## config.mk

```make
export PLATFORM = sky130hd
export DESIGN_NAME = tlv_run_length_deframer
export DESIGN_NICKNAME = d
export VERILOG_FILES = /design/src/rtl/core/tlvd_pkg.sv /design/src/rtl/core/tlvd_parser.sv /design/src/rtl/core/tlv_run_length_deframer.sv
export SDC_FILE = /design/constraint.sdc
export NUM_CORES = 1
export LEC_CHECK = 0
export ABC_AREA = 1
export BUFFER_PORTS_ARGS = -buffer_cell sky130_fd_sc_hd__buf_4
export CELL_PAD_IN_SITES_DETAIL_PLACEMENT = 0
export CELL_PAD_IN_SITES_GLOBAL_PLACEMENT = 1
export CORE_AREA = 2 2 153 125
export DETAILED_ROUTE_END_ITERATION = 8
export DIE_AREA = 0 0 155 127
export PLACE_DENSITY = 0.9
export SYNTH_ARGS = -nofsm -noshare
export SYNTH_HDL_FRONTEND = slang
export SYNTH_SLANG_ARGS = --single-unit
```

## constraint.sdc

```tcl
create_clock -name clk_i -period 4.4 [get_ports clk_i]
set_input_delay 1.32 -clock clk_i [delete_from_list [all_inputs] [get_ports clk_i]]
set_output_delay 1.32 -clock clk_i [all_outputs]
set_load 0.02 [all_outputs]
```

## src/rtl/core/tlvd_pkg.sv

```systemverilog
package tlvd_pkg;

  // Default width of the tag and length accumulators.
  localparam int unsigned FieldWidthDef = 16;

  // Width of the tag and length result ports.
  localparam int unsigned OutFieldWidth = 16;

  // A byte of this value continues the tag or length run.
  localparam logic [7:0] RunByte = 8'hFF;

  // Reset value of the maximum value size register.
  localparam logic [15:0] MaxValueSizeRst = 16'd4096;

  // Configuration register indexes.
  localparam logic RegMaxValueSize = 1'b0;

  typedef enum logic [1:0] {
    KIND_VALUE = 2'd0,
    KIND_EMPTY = 2'd1,
    KIND_ERROR = 2'd2
  } kind_e;

  typedef enum logic [1:0] {
    ERR_NONE     = 2'd0,
    ERR_HEADER   = 2'd1,
    ERR_TOO_LONG = 2'd2,
    ERR_TRUNC    = 2'd3
  } err_e;

  typedef enum logic [3:0] {
    PH_TAG   = 4'b0001,
    PH_LEN   = 4'b0010,
    PH_VALUE = 4'b0100,
    PH_DROP  = 4'b1000
  } phase_e;

  typedef struct packed {
    logic                       valid;
    kind_e                      kind;
    logic [OutFieldWidth-1:0]   tag;
    logic [OutFieldWidth-1:0]   length;
    logic [7:0]                 value_byte;
    logic                       last;
    err_e                       err;
  } result_t;

endpackage

```

## src/rtl/core/tlvd_parser.sv

```systemverilog
module tlvd_parser #(
  parameter int unsigned FieldWidth = tlvd_pkg::FieldWidthDef
) (
  input  logic              clk_i,
  input  logic              rst_ni,
  input  logic              step_i,
  input  logic [7:0]        data_byte_i,
  input  logic              end_of_buffer_i,
  input  logic [15:0]       max_value_size_i,
  output tlvd_pkg::result_t res_o
);

  localparam int unsigned CmpWidth = (FieldWidth > 16) ? FieldWidth : 16;

  tlvd_pkg::phase_e        phase_q, phase_d;
  logic [FieldWidth-1:0]   tag_q, tag_d;
  logic [FieldWidth-1:0]   len_q, len_d;
  logic [FieldWidth-1:0]   rem_q, rem_d;

  logic [FieldWidth:0]     tag_sum, len_sum;
  logic [FieldWidth-1:0]   tag_sat, len_sat;
  logic [FieldWidth-1:0]   tag_cur, len_cur;
  logic                    is_run;
  logic                    too_long;
  logic                    clear;

  // Saturating header accumulation.
  assign tag_sum  = {1'b0, tag_q} + (FieldWidth + 1)'(data_byte_i);
  assign len_sum  = {1'b0, len_q} + (FieldWidth + 1)'(data_byte_i);
  assign tag_sat  = tag_sum[FieldWidth] ? '1 : tag_sum[FieldWidth-1:0];
  assign len_sat  = len_sum[FieldWidth] ? '1 : len_sum[FieldWidth-1:0];
  assign is_run   = (data_byte_i == tlvd_pkg::RunByte);
  assign too_long = CmpWidth'(len_sat) > CmpWidth'(max_value_size_i);

  always_comb begin
    phase_d          = phase_q;
    rem_d            = rem_q;
    tag_cur          = tag_q;
    len_cur          = len_q;
    clear            = 1'b0;
    res_o.valid      = 1'b0;
    res_o.kind       = tlvd_pkg::KIND_VALUE;
    res_o.value_byte = 8'd0;
    res_o.last       = 1'b0;
    res_o.err        = tlvd_pkg::ERR_NONE;

    unique case (phase_q)
      tlvd_pkg::PH_TAG: begin
        tag_cur = tag_sat;
        if (!is_run) begin
          phase_d = tlvd_pkg::PH_LEN;
        end
        if (end_of_buffer_i) begin
          res_o.valid = 1'b1;
          res_o.kind  = tlvd_pkg::KIND_ERROR;
          res_o.err   = tlvd_pkg::ERR_HEADER;
          clear       = 1'b1;
        end
      end
      tlvd_pkg::PH_LEN: begin
        len_cur = len_sat;
        if (is_run) begin
          if (end_of_buffer_i) begin
            res_o.valid = 1'b1;
            res_o.kind  = tlvd_pkg::KIND_ERROR;
            res_o.err   = tlvd_pkg::ERR_HEADER;
            clear       = 1'b1;
          end
        end else if (too_long) begin
          // The size check wins over a truncated buffer.
          res_o.valid = 1'b1;
          res_o.kind  = tlvd_pkg::KIND_ERROR;
          res_o.err   = tlvd_pkg::ERR_TOO_LONG;
          if (end_of_buffer_i) begin
            clear = 1'b1;
          end else begin
            phase_d = tlvd_pkg::PH_DROP;
          end
        end else if (len_sat == '0) begin
          res_o.valid = 1'b1;
          res_o.kind  = tlvd_pkg::KIND_EMPTY;
          res_o.last  = 1'b1;
          clear       = 1'b1;
        end else if (end_of_buffer_i) begin
          res_o.valid = 1'b1;
          res_o.kind  = tlvd_pkg::KIND_ERROR;
          res_o.err   = tlvd_pkg::ERR_TRUNC;
          clear       = 1'b1;
        end else begin
          rem_d   = len_sat;
          phase_d = tlvd_pkg::PH_VALUE;
        end
      end
      tlvd_pkg::PH_VALUE: begin
        if (rem_q <= FieldWidth'(1)) begin
          res_o.valid      = 1'b1;
          res_o.value_byte = data_byte_i;
          res_o.last       = 1'b1;
          clear            = 1'b1;
        end else if (end_of_buffer_i) begin
          res_o.valid = 1'b1;
          res_o.kind  = tlvd_pkg::KIND_ERROR;
          res_o.err   = tlvd_pkg::ERR_TRUNC;
          clear       = 1'b1;
        end else begin
          res_o.valid      = 1'b1;
          res_o.value_byte = data_byte_i;
          rem_d            = rem_q - FieldWidth'(1);
        end
      end
      tlvd_pkg::PH_DROP: begin
        if (end_of_buffer_i) begin
          clear = 1'b1;
        end
      end
      default: begin
        clear = 1'b1;
      end
    endcase

    // Results report the header as updated by this byte.
    res_o.tag    = tlvd_pkg::OutFieldWidth'(tag_cur);
    res_o.length = tlvd_pkg::OutFieldWidth'(len_cur);

    tag_d = tag_cur;
    len_d = len_cur;
    if (clear) begin
      phase_d = tlvd_pkg::PH_TAG;
      tag_d   = '0;
      len_d   = '0;
      rem_d   = '0;
    end
  end

  always_ff @(posedge clk_i or negedge rst_ni) begin
    if (!rst_ni) begin
      phase_q <= tlvd_pkg::PH_TAG;
      tag_q   <= '0;
      len_q   <= '0;
      rem_q   <= '0;
    end else if (step_i) begin
      phase_q <= phase_d;
      tag_q   <= tag_d;
      len_q   <= len_d;
      rem_q   <= rem_d;
    end
  end

`ifndef NO_ASSERTIONS
  a_value_has_bytes: assert property (@(posedge clk_i) disable iff (!rst_ni)
    phase_q == tlvd_pkg::PH_VALUE |-> rem_q != '0)
    else $error("value phase with no bytes remaining");

  a_eob_clears: assert property (@(posedge clk_i) disable iff (!rst_ni)
    step_i && end_of_buffer_i |=>
      phase_q == tlvd_pkg::PH_TAG && tag_q == '0 && len_q == '0 && rem_q == '0)
    else $error("buffer end did not clear the record state");

  a_drop_silent: assert property (@(posedge clk_i) disable iff (!rst_ni)
    phase_q == tlvd_pkg::PH_DROP |-> !res_o.valid)
    else $error("result produced while dropping");

  a_empty_from_len: assert property (@(posedge clk_i) disable iff (!rst_ni)
    res_o.valid && res_o.kind == tlvd_pkg::KIND_EMPTY |->
      phase_q == tlvd_pkg::PH_LEN && res_o.length == '0)
    else $error("empty record outside the length phase");
`endif

endmodule

```

## src/rtl/core/tlv_run_length_deframer.sv

```systemverilog
// Deframer for back-to-back tag-length-value records, one byte per request.
// Tag and length are each a run of 0xFF bytes (each adding 255) closed by one
// byte below 0xFF that is added; both saturate at the all-ones value of the
// accumulator width. Each value byte leaves as one result carrying the tag
// and length, with last_of_value set on the final byte; a zero-length record
// gives one empty-record result. A buffer ending inside the header, a length
// above max_value_size, or a buffer ending inside the value gives an error
// result; after a length error, bytes are dropped to the end_of_buffer byte.
// For every byte taken, the record state is updated and the result, if any, is
// written into the output register at the same clock edge, so the block
// sustains one byte per cycle while the output register is not stalled. The
// only stall comes from the output register: a new byte is taken whenever
// that register is empty or is being drained in the same cycle.
module tlv_run_length_deframer #(
  parameter int unsigned FieldWidth = tlvd_pkg::FieldWidthDef
) (
  input  logic        clk_i,
  input  logic        rst_ni,

  // Configuration port.
  input  logic        psel,
  input  logic        penable,
  input  logic        pwrite,
  input  logic [2:0]  paddr,
  input  logic [31:0] pwdata,
  output logic [31:0] prdata,
  output logic        pready,

  // Byte input.
  input  logic        in_valid_i,
  output logic        in_ready_o,
  input  logic [7:0]  data_byte_i,
  input  logic        end_of_buffer_i,

  // Result output.
  output logic        out_valid_o,
  input  logic        out_ready_i,
  output logic [1:0]  kind_o,
  output logic [15:0] record_tag_o,
  output logic [15:0] record_length_o,
  output logic [7:0]  value_byte_o,
  output logic        last_of_value_o,
  output logic [1:0]  error_code_o
);

  logic [15:0]       max_size_q;
  logic              cfg_write;
  logic              accept;
  tlvd_pkg::result_t step_res;
  tlvd_pkg::result_t out_q;
  logic              out_valid_q;

  // Register index is the word address paddr[2]; the low two bits are not decoded.
  assign pready    = 1'b1;
  assign cfg_write = psel && penable && pwrite;

  always_ff @(posedge clk_i or negedge rst_ni) begin
    if (!rst_ni) begin
      max_size_q <= tlvd_pkg::MaxValueSizeRst;
    end else if (cfg_write && (paddr[2] == tlvd_pkg::RegMaxValueSize)) begin
      max_size_q <= pwdata[15:0];
    end
  end

  always_comb begin
    if (paddr[2] == tlvd_pkg::RegMaxValueSize) begin
      prdata = {16'd0, max_size_q};
    end else begin
      prdata = 32'd0;
    end
  end

  // A byte is taken when the output register is free or drains this cycle.
  assign in_ready_o = !out_valid_q || out_ready_i;
  assign accept     = in_valid_i && in_ready_o;

  tlvd_parser #(
    .FieldWidth (FieldWidth)
  ) u_parser (
    .clk_i            (clk_i),
    .rst_ni           (rst_ni),
    .step_i           (accept),
    .data_byte_i      (data_byte_i),
    .end_of_buffer_i  (end_of_buffer_i),
    .max_value_size_i (max_size_q),
    .res_o            (step_res)
  );

  // Output register: a byte that yields no result leaves it empty.
  always_ff @(posedge clk_i or negedge rst_ni) begin
    if (!rst_ni) begin
      out_valid_q <= 1'b0;
    end else if (accept) begin
      out_valid_q <= step_res.valid;
    end else if (out_ready_i) begin
      out_valid_q <= 1'b0;
    end
  end

  always_ff @(posedge clk_i) begin
    if (accept) begin
      out_q <= step_res;
    end
  end

  assign out_valid_o     = out_valid_q;
  assign kind_o          = out_q.kind;
  assign record_tag_o    = out_q.tag;
  assign record_length_o = out_q.length;
  assign value_byte_o    = out_q.value_byte;
  assign last_of_value_o = out_q.last;
  assign error_code_o    = out_q.err;

endmodule
```

==> flow_summary.ini, run 1 <==
[status]
status = finished, final reports clean

[drt]
drt_iter0_drc = 546
vias = 6748
vias_per_cell = 4.97
drc = 0
ant_nets = 0
wirelength_um = 19800
wl_per_cell_um = 14.6
detail_route.first_pass.iterations = 7

[clock_tree]
clock_latency_ns = 0.43
clkTransAtPathRegs_ns = 0.06
ctsHoldBuffers = 0
clockRootBuffer = clkbuf_16
cts.sinks = 114
cts-htree-levels = 4
clk_path_buf_depth = 2
cts_buffers = 17
cts_tree = done

[die]
initial_core_util_pct = 40.5
dieArea_mm2 = 0.0197
ios = 131
die_h_um = 127
rows = 44
coreArea_mm2 = 0.0180
die_x_um = 155

[timing]
max_freq_mhz = 234
hold_violations = 0
finalCritPeriodShare_pct = 97.0
tightestPinTransition_ns = 0.973
setup_ws_ns = 0.133
setup_viol = 0
fin_crit_ns = 4.27
report.final.slew_viol_count = 0
skew_ns = 0.0128
slew-limit-headroom_pct = 35.1

[placed_design]
hpwl_um = 14300
portBuffers = 95
place.gp.congestion = 0.864
detailed_place.area_mm2 = 0.00872
place_worst_setup_slack_ns = -0.466
placed_cells = 1321

[synth]
synth_cell_types = 51
synth_cells = 946
synth-simple-area-share_pct = 28.4
synth-adder-area-share_pct = 6.38
synth-main-ff-cell = dfrtp_1
synth_edf_count = 45
synthXorXnorAreaFrac_pct = 1.56
synth_top_family_by_area = simple AND/OR/NAND/NOR gates
seq_area_frac_synth_pct = 42.2
syn_area_mm2 = 0.00730
yosysWarnings = 0
syn_area_per_cell_um2 = 7.71
synthArstFlopShare_pct = 60.5
synthMuxAreaShare_pct = 0
synth_compound_area_share_pct = 10.5
yosys_register_bits = 114

[min_path]
hp-class = flop to flop

[power]
peakVddDrop_uv = 260
finalPower_mw = 5.02
power.leakage_nw = 4.84
power.density_mw_per_mm2 = 521

[finish]
fin_cells = 1357
antenna_cells = 0
design_area_mm2 = 0.00964
fillCellCount = 1651
nets = 1201
area_growth_pct = 32.1
seq_area_mm2 = 0.00308
multiInputGateArea_mm2 = 0.00378
drive_gt1_share_pct = 25.8

[flow_run]
drv_cap = 0

[grt]
grt_pass1_vias = 6130
antenna_found_initial = 0
grt_overflow = 0
grt_usage_pct = 20.0
grt_max_degree = 70
grt_pass1_wl_um = 31100

[critical_path]
crit_required_ns = 4.74
setup.worst_path.end_class = flop
cp-start-kind = input port
worst-setup-path-type = input port to flop
crit_top_cell = nand2_1
cp_slowest_cell = fa_2
slowest_delay_ns = 0.34
crit_path_max_fanout = 8
crit_arrival_ns = 4.61
-- report_power, final --
part           internal (mW)  switching, mW  total, mW
Sequential              1.37          0.130       1.50
Clock                  0.840          0.532       1.37
Combinational          0.817           1.33       2.15
Total                   3.03           2.00       5.02
-- cell type report --
| cell class | instances | share of cell area, % |
|---|---|---|
| clock buffers | 18 | 4.45 |
| flip-flops and latches | 114 | 32.0 |
| well taps | 230 | 2.99 |
| inverters | 140 | 5.58 |
| repair buffers | 173 | 14.2 |
| multi-input cells | 668 | 39.2 |
| clock inverters | 14 | 1.58 |
-- synthesized netlist by cell type (all sizes together), types with 14 or more instances --
cell type  count  area share (%)
ha            34             5.8
o22ai         18             2.1
inv          139             7.2
nor2         118             6.4
nand3         72             5.4
a21oi         42             2.9
clkbuf        14            0.72
buf           25             2.8
nand2        247              13
o21ai         68             4.8
edfxtp        45              19
nand4         15             1.5
dfrtp         67              23
-- critical path: cells and delay by family --
family                     cells  cell delay, ns
AOI/OAI and AO/OA              4            0.35
adders and majority gates      3            0.65
buffers and inverters          7            0.82
and+or+nand+nor               16            1.48
-- cells by family (layout without fill, tap and decap cells) --
family | count (synthesis) | count (layout)
buffers and inverters | 179 | 345
and+or+nand+nor | 468 | 468
other | 2 | 17
xor gates and xnor gates | 13 | 13
DFF | 114 | 114
AOI/OAI and AO/OA | 134 | 134
adders and majority gates | 36 | 36
-- path summary, 6_finish.rpt --
kind,start,end,slack (ns),depth (start not counted)
setup / recovery,data_byte_i[0],u_parser.len_q[10],0.13,30
setup reg to reg,u_parser.len_q[0],u_parser.len_q[10],0.75,29
hold reg to reg,u_parser.rem_q[3],u_parser.rem_q[3],0.50,2
hold / removal,u_parser.rem_q[3],u_parser.rem_q[3],0.50,2
min in group asynchronous,rst_ni,max_size_q[4],1.06,1
max in group asynchronous,rst_ni,u_parser.len_q[9],2.71,1
-- what timing repair did --
action / 4_1_cts / 5_1_grt
buffers inserted: 0 / 2
pin swaps: 0 / 18
gates resized for setup: 2 / 53
hold endpoints to repair: 0 / 0
setup endpoints to repair: 35 / 52
gates cloned: 0 / 2
-- flip-flops by register name, indices dropped and copies added, names as in the netlist --
register	flops
max_size_q	16
record_length_o	16
record_tag_o	16
u_parser.len_q	16
u_parser.rem_q	16
u_parser.tag_q	16
value_byte_o	8
u_parser.phase_q	4
error_code_o	2
kind_o	2
last_of_value_o	1
out_valid_o	1
-- routing by layer --
| layer | GRT usage [%] | wire [um] | up-vias |
|---|---|---|---|
| met5 | 0 | 0 | - |
| met4 | 5.94 | 327 | 0 |
| met3 | 3.80 | 1480 | 24 |
| met2 | 29.9 | 8570 | 228 |
| met1 | 29.6 | 9440 | 3118 |
| li1 | - | - | 3378 |
-- cells in the final DEF, fill, tap and decap left out, types with 3 or more instances in the layout --
cell type | netlist | final
nor2_1 | 113 | 104
nand4_1 | 14 | 14
o21ai_2 | 3 | 3
nand3_2 | 4 | 4
inv_1 | 132 | 129
nor3_1 | 4 | 3
o22ai_2 | 7 | 7
buf_4 | 19 | 167
nand2_2 | 6 | 12
o21ai_1 | 2 | 7
o21ai_0 | 63 | 58
nor2_2 | 4 | 8
clkbuf_16 | 0 | 19
or2_2 | 3 | 3
xor2_1 | 9 | 9
ha_4 | 0 | 10
dfrtp_1 | 67 | 67
clkinv_2 | 1 | 3
ha_1 | 34 | 23
o22ai_1 | 11 | 11
conb_1 | 2 | 17
nand3_4 | 1 | 5
edfxtp_1 | 45 | 45
inv_6 | 0 | 7
nand2_1 | 238 | 230
nand2_8 | 1 | 3
nand3_1 | 67 | 63
a21oi_1 | 41 | 39
clkinv_4 | 0 | 3
xnor2_1 | 4 | 4
inv_2 | 6 | 8
nor2_4 | 0 | 5
-- stage by stage --
step / utilization [%] / setup TNS [ns] / hold slack, ns
floorplan: - / 0 / 0.464
global placement: 48.4 / -20.00 / 0.491
detailed placement: 48.4 / -22.63 / 0.488
CTS: 51.7 / 0 / 0.501
global route: 53.5 / -2.26 / 0.529
finish: 53.5 / 0 / 0.498
Power figures use the tool's default switching activity.
==> run 2: changes to the inputs <==
BUFFER_PORTS_ARGS = default   (was -buffer_cell sky130_fd_sc_hd__buf_4)
CORE_AREA = 2 2 147 121   (was 2 2 153 125)
DIE_AREA = 0 0 149 123   (was 0 0 155 127)
DONT_BUFFER_PORTS = 1   (was default)
PLACE_DENSITY = 0.86   (was 0.9)
==> run 2 against run 1 <==
Net effect: combinational power shrank 20%; utilization shrank 2.9 points; sequential power grew 9%; final cell count shrank 8.2%; sequential share of layout area grew 4.0 points; critical path depth shrank 4.
==> flow_summary.ini, run 2 (synthesis gave the netlist of run 1 again) <==
[drt]
ant_nets = 0
wirelength_um = 18700
drc = 0
wl_per_cell_um = 15.0
detail_route.first_pass.iterations = 5
drt_iter0_drc = 447
vias = 6213
vias_per_cell = 4.99

[min_path]
holdPathEnd = u_parser.rem_q[3]
min_path_cells = 2
worstHoldStart = u_parser.rem_q[3]
hp-class = flop to flop

[clock_tree]
ctsResizeCount = 0
cts.sinks = 114
cts_tree = done
clockRootBuffer = clkbuf_16
cts-htree-levels = 4
cts_buffers = 17
ctsHoldBuffers = 0
post_cts_buffers = 0
clock_latency_ns = 0.43
clkTransAtPathRegs_ns = 0.05
clk_path_buf_depth = 2

[grt]
grt_usage_pct = 21.0
grt_max_degree = 70
grt_pass1_wl_um = 29600
grt_overflow = 0
antenna_found_initial = 0
grt_pass1_vias = 5596

[power]
pwr-share-comb_pct = 36.7
intPower_mw = 2.82
power.switching_mw = 1.86
power.density_mw_per_mm2 = 547
clock_power_share_pct = 28.3
power_frac_seq_pct = 35.0
finalPower_mw = 4.68
peakVddDrop_uv = 270
switching_share_pct = 39.8
power.leakage_nw = 4.28

[critical_path]
reg2reg_depth = 26
slowest_delay_ns = 0.40
setup.worst_path.end_class = flop
critPathBufInv = 4
r2r-start = u_parser.len_q[0]
crit_required_ns = 4.68
crit_arrival_ns = 4.51
rr_endpoint = u_parser.tag_q[13]
crit_family = simple AND/OR/NAND/NOR gates
r2r_slack_ns = 0.62
worst-setup-path-type = input port to flop
cp-start-kind = input port
crit_path_max_fanout = 15
cp_slowest_cell = fa_2

[placed_design]
portBuffers = 0
place_worst_setup_slack_ns = -0.307
hpwl_um = 13600
place.gp.congestion = 0.876
placed_cells = 1214

[finish]
area_growth_pct = 17.3
mostFrequentLayoutCell = nand2_1
seq_area_mm2 = 0.00308
nets = 1095
drive_gt1_share_pct = 15.5
antenna_cells = 0
multiInputGateArea_mm2 = 0.00357
final_cell_mix = nand2_1 (235), inv_1 (130), nor2_1 (108), dfrtp_1 (67), nand3_1 (66)
final_util_pct = 50.7
fin_cells = 1246
fillCellCount = 1603

[flow_run]
drv_cap = 0

[timing]
hold_violations = 0
hold-worst-slack_ns = 0.507
rsz0062_at_grt = false
fin_crit_ns = 4.23
report.final.slew_viol_count = 0
setup_ws_ns = 0.172
skew_ns = 0.0216
slew-limit-headroom_pct = 45.2
tightestPinTransition_ns = 0.814
finalCritPeriodShare_pct = 96.1
max_freq_mhz = 237
setup_viol = 0

[die]
die_x_um = 149
die_h_um = 123
coreArea_mm2 = 0.0169
dieArea_mm2 = 0.0183
initial_core_util_pct = 43.2
rows = 43
ios = 131

[status]
status = finished, final reports clean
run 2: cell count changes in the layout (fill, tap and decap cells not counted), sizes merged:
cell | previous run | this run
clkinv | 6 | 8
buf | 171 | 67
inv | 145 | 139
clkinvlp | 1 | 2
clkbuf | 20 | 21
run 2: stage by stage:
step | cell area [um^2] | setup TNS, ns
6_report | 8560 | 0
5_1_grt | 8560 | 0
4_1_cts | 8510 | 0
3_5_place_dp | 7960 | -12.94
3_3_place_gp | 7960 | -10.97
2_1_floorplan | 7390 | 0
run 2: routing by layer:
layer / up-vias / GRT usage, % / part of all wire (%) / routed length, um
li1: 3155 / - / - / -
met1: 2854 / 30.5 / 50 / 9280
met2: 192 / 30.6 / 42 / 7880
met3: 12 / 5.79 / 7.1 / 1330
met4: 0 / 5.71 / 0.97 / 182
met5: - / 0 / 0 / 0
run 2: tightest hold or removal path, delay by kind of cell (launching register included):
family / cells / cell delay (ns)
flops: 1 / 0.36
simple gates: 2 / 0.11
run 2: worst max path at each step:
stage / to / start / depth (start not counted) / slack (ns)
2_1_floorplan: u_parser.len_q[0] / data_byte_i[0] / 26 / 0.005
3_3_place_gp: u_parser.tag_q[0] / data_byte_i[2] / 26 / -0.25
3_5_place_dp: u_parser.tag_q[5] / data_byte_i[5] / 24 / -0.31
4_1_cts: u_parser.tag_q[5] / data_byte_i[5] / 24 / 0.09
5_1_grt: u_parser.len_q[9] / data_byte_i[6] / 26 / 0.002
6_report: u_parser.tag_q[13] / data_byte_i[0] / 26 / 0.17
run 2: area by class of cell:
type	instances	share of cell area, %
timing repair buffer	67	6.31
clock inverter	11	1.36
multi-input combinational	668	41.7
sequential	114	36.0
inverter	140	6.18
clock buffer	21	5.15
tap	225	3.29
run 2: power groups by stage:
stage | combinational [mW] | sequential [mW] | clock (mW)
after detailed placement | 1.68 | 1.66 | 0
after global routing | 1.93 | 1.67 | 1.39
after CTS | 1.70 | 1.64 | 1.35
after global placement | 1.66 | 1.65 | 0
after floorplan | 1.26 | 1.62 | 0
final | 1.72 | 1.64 | 1.33
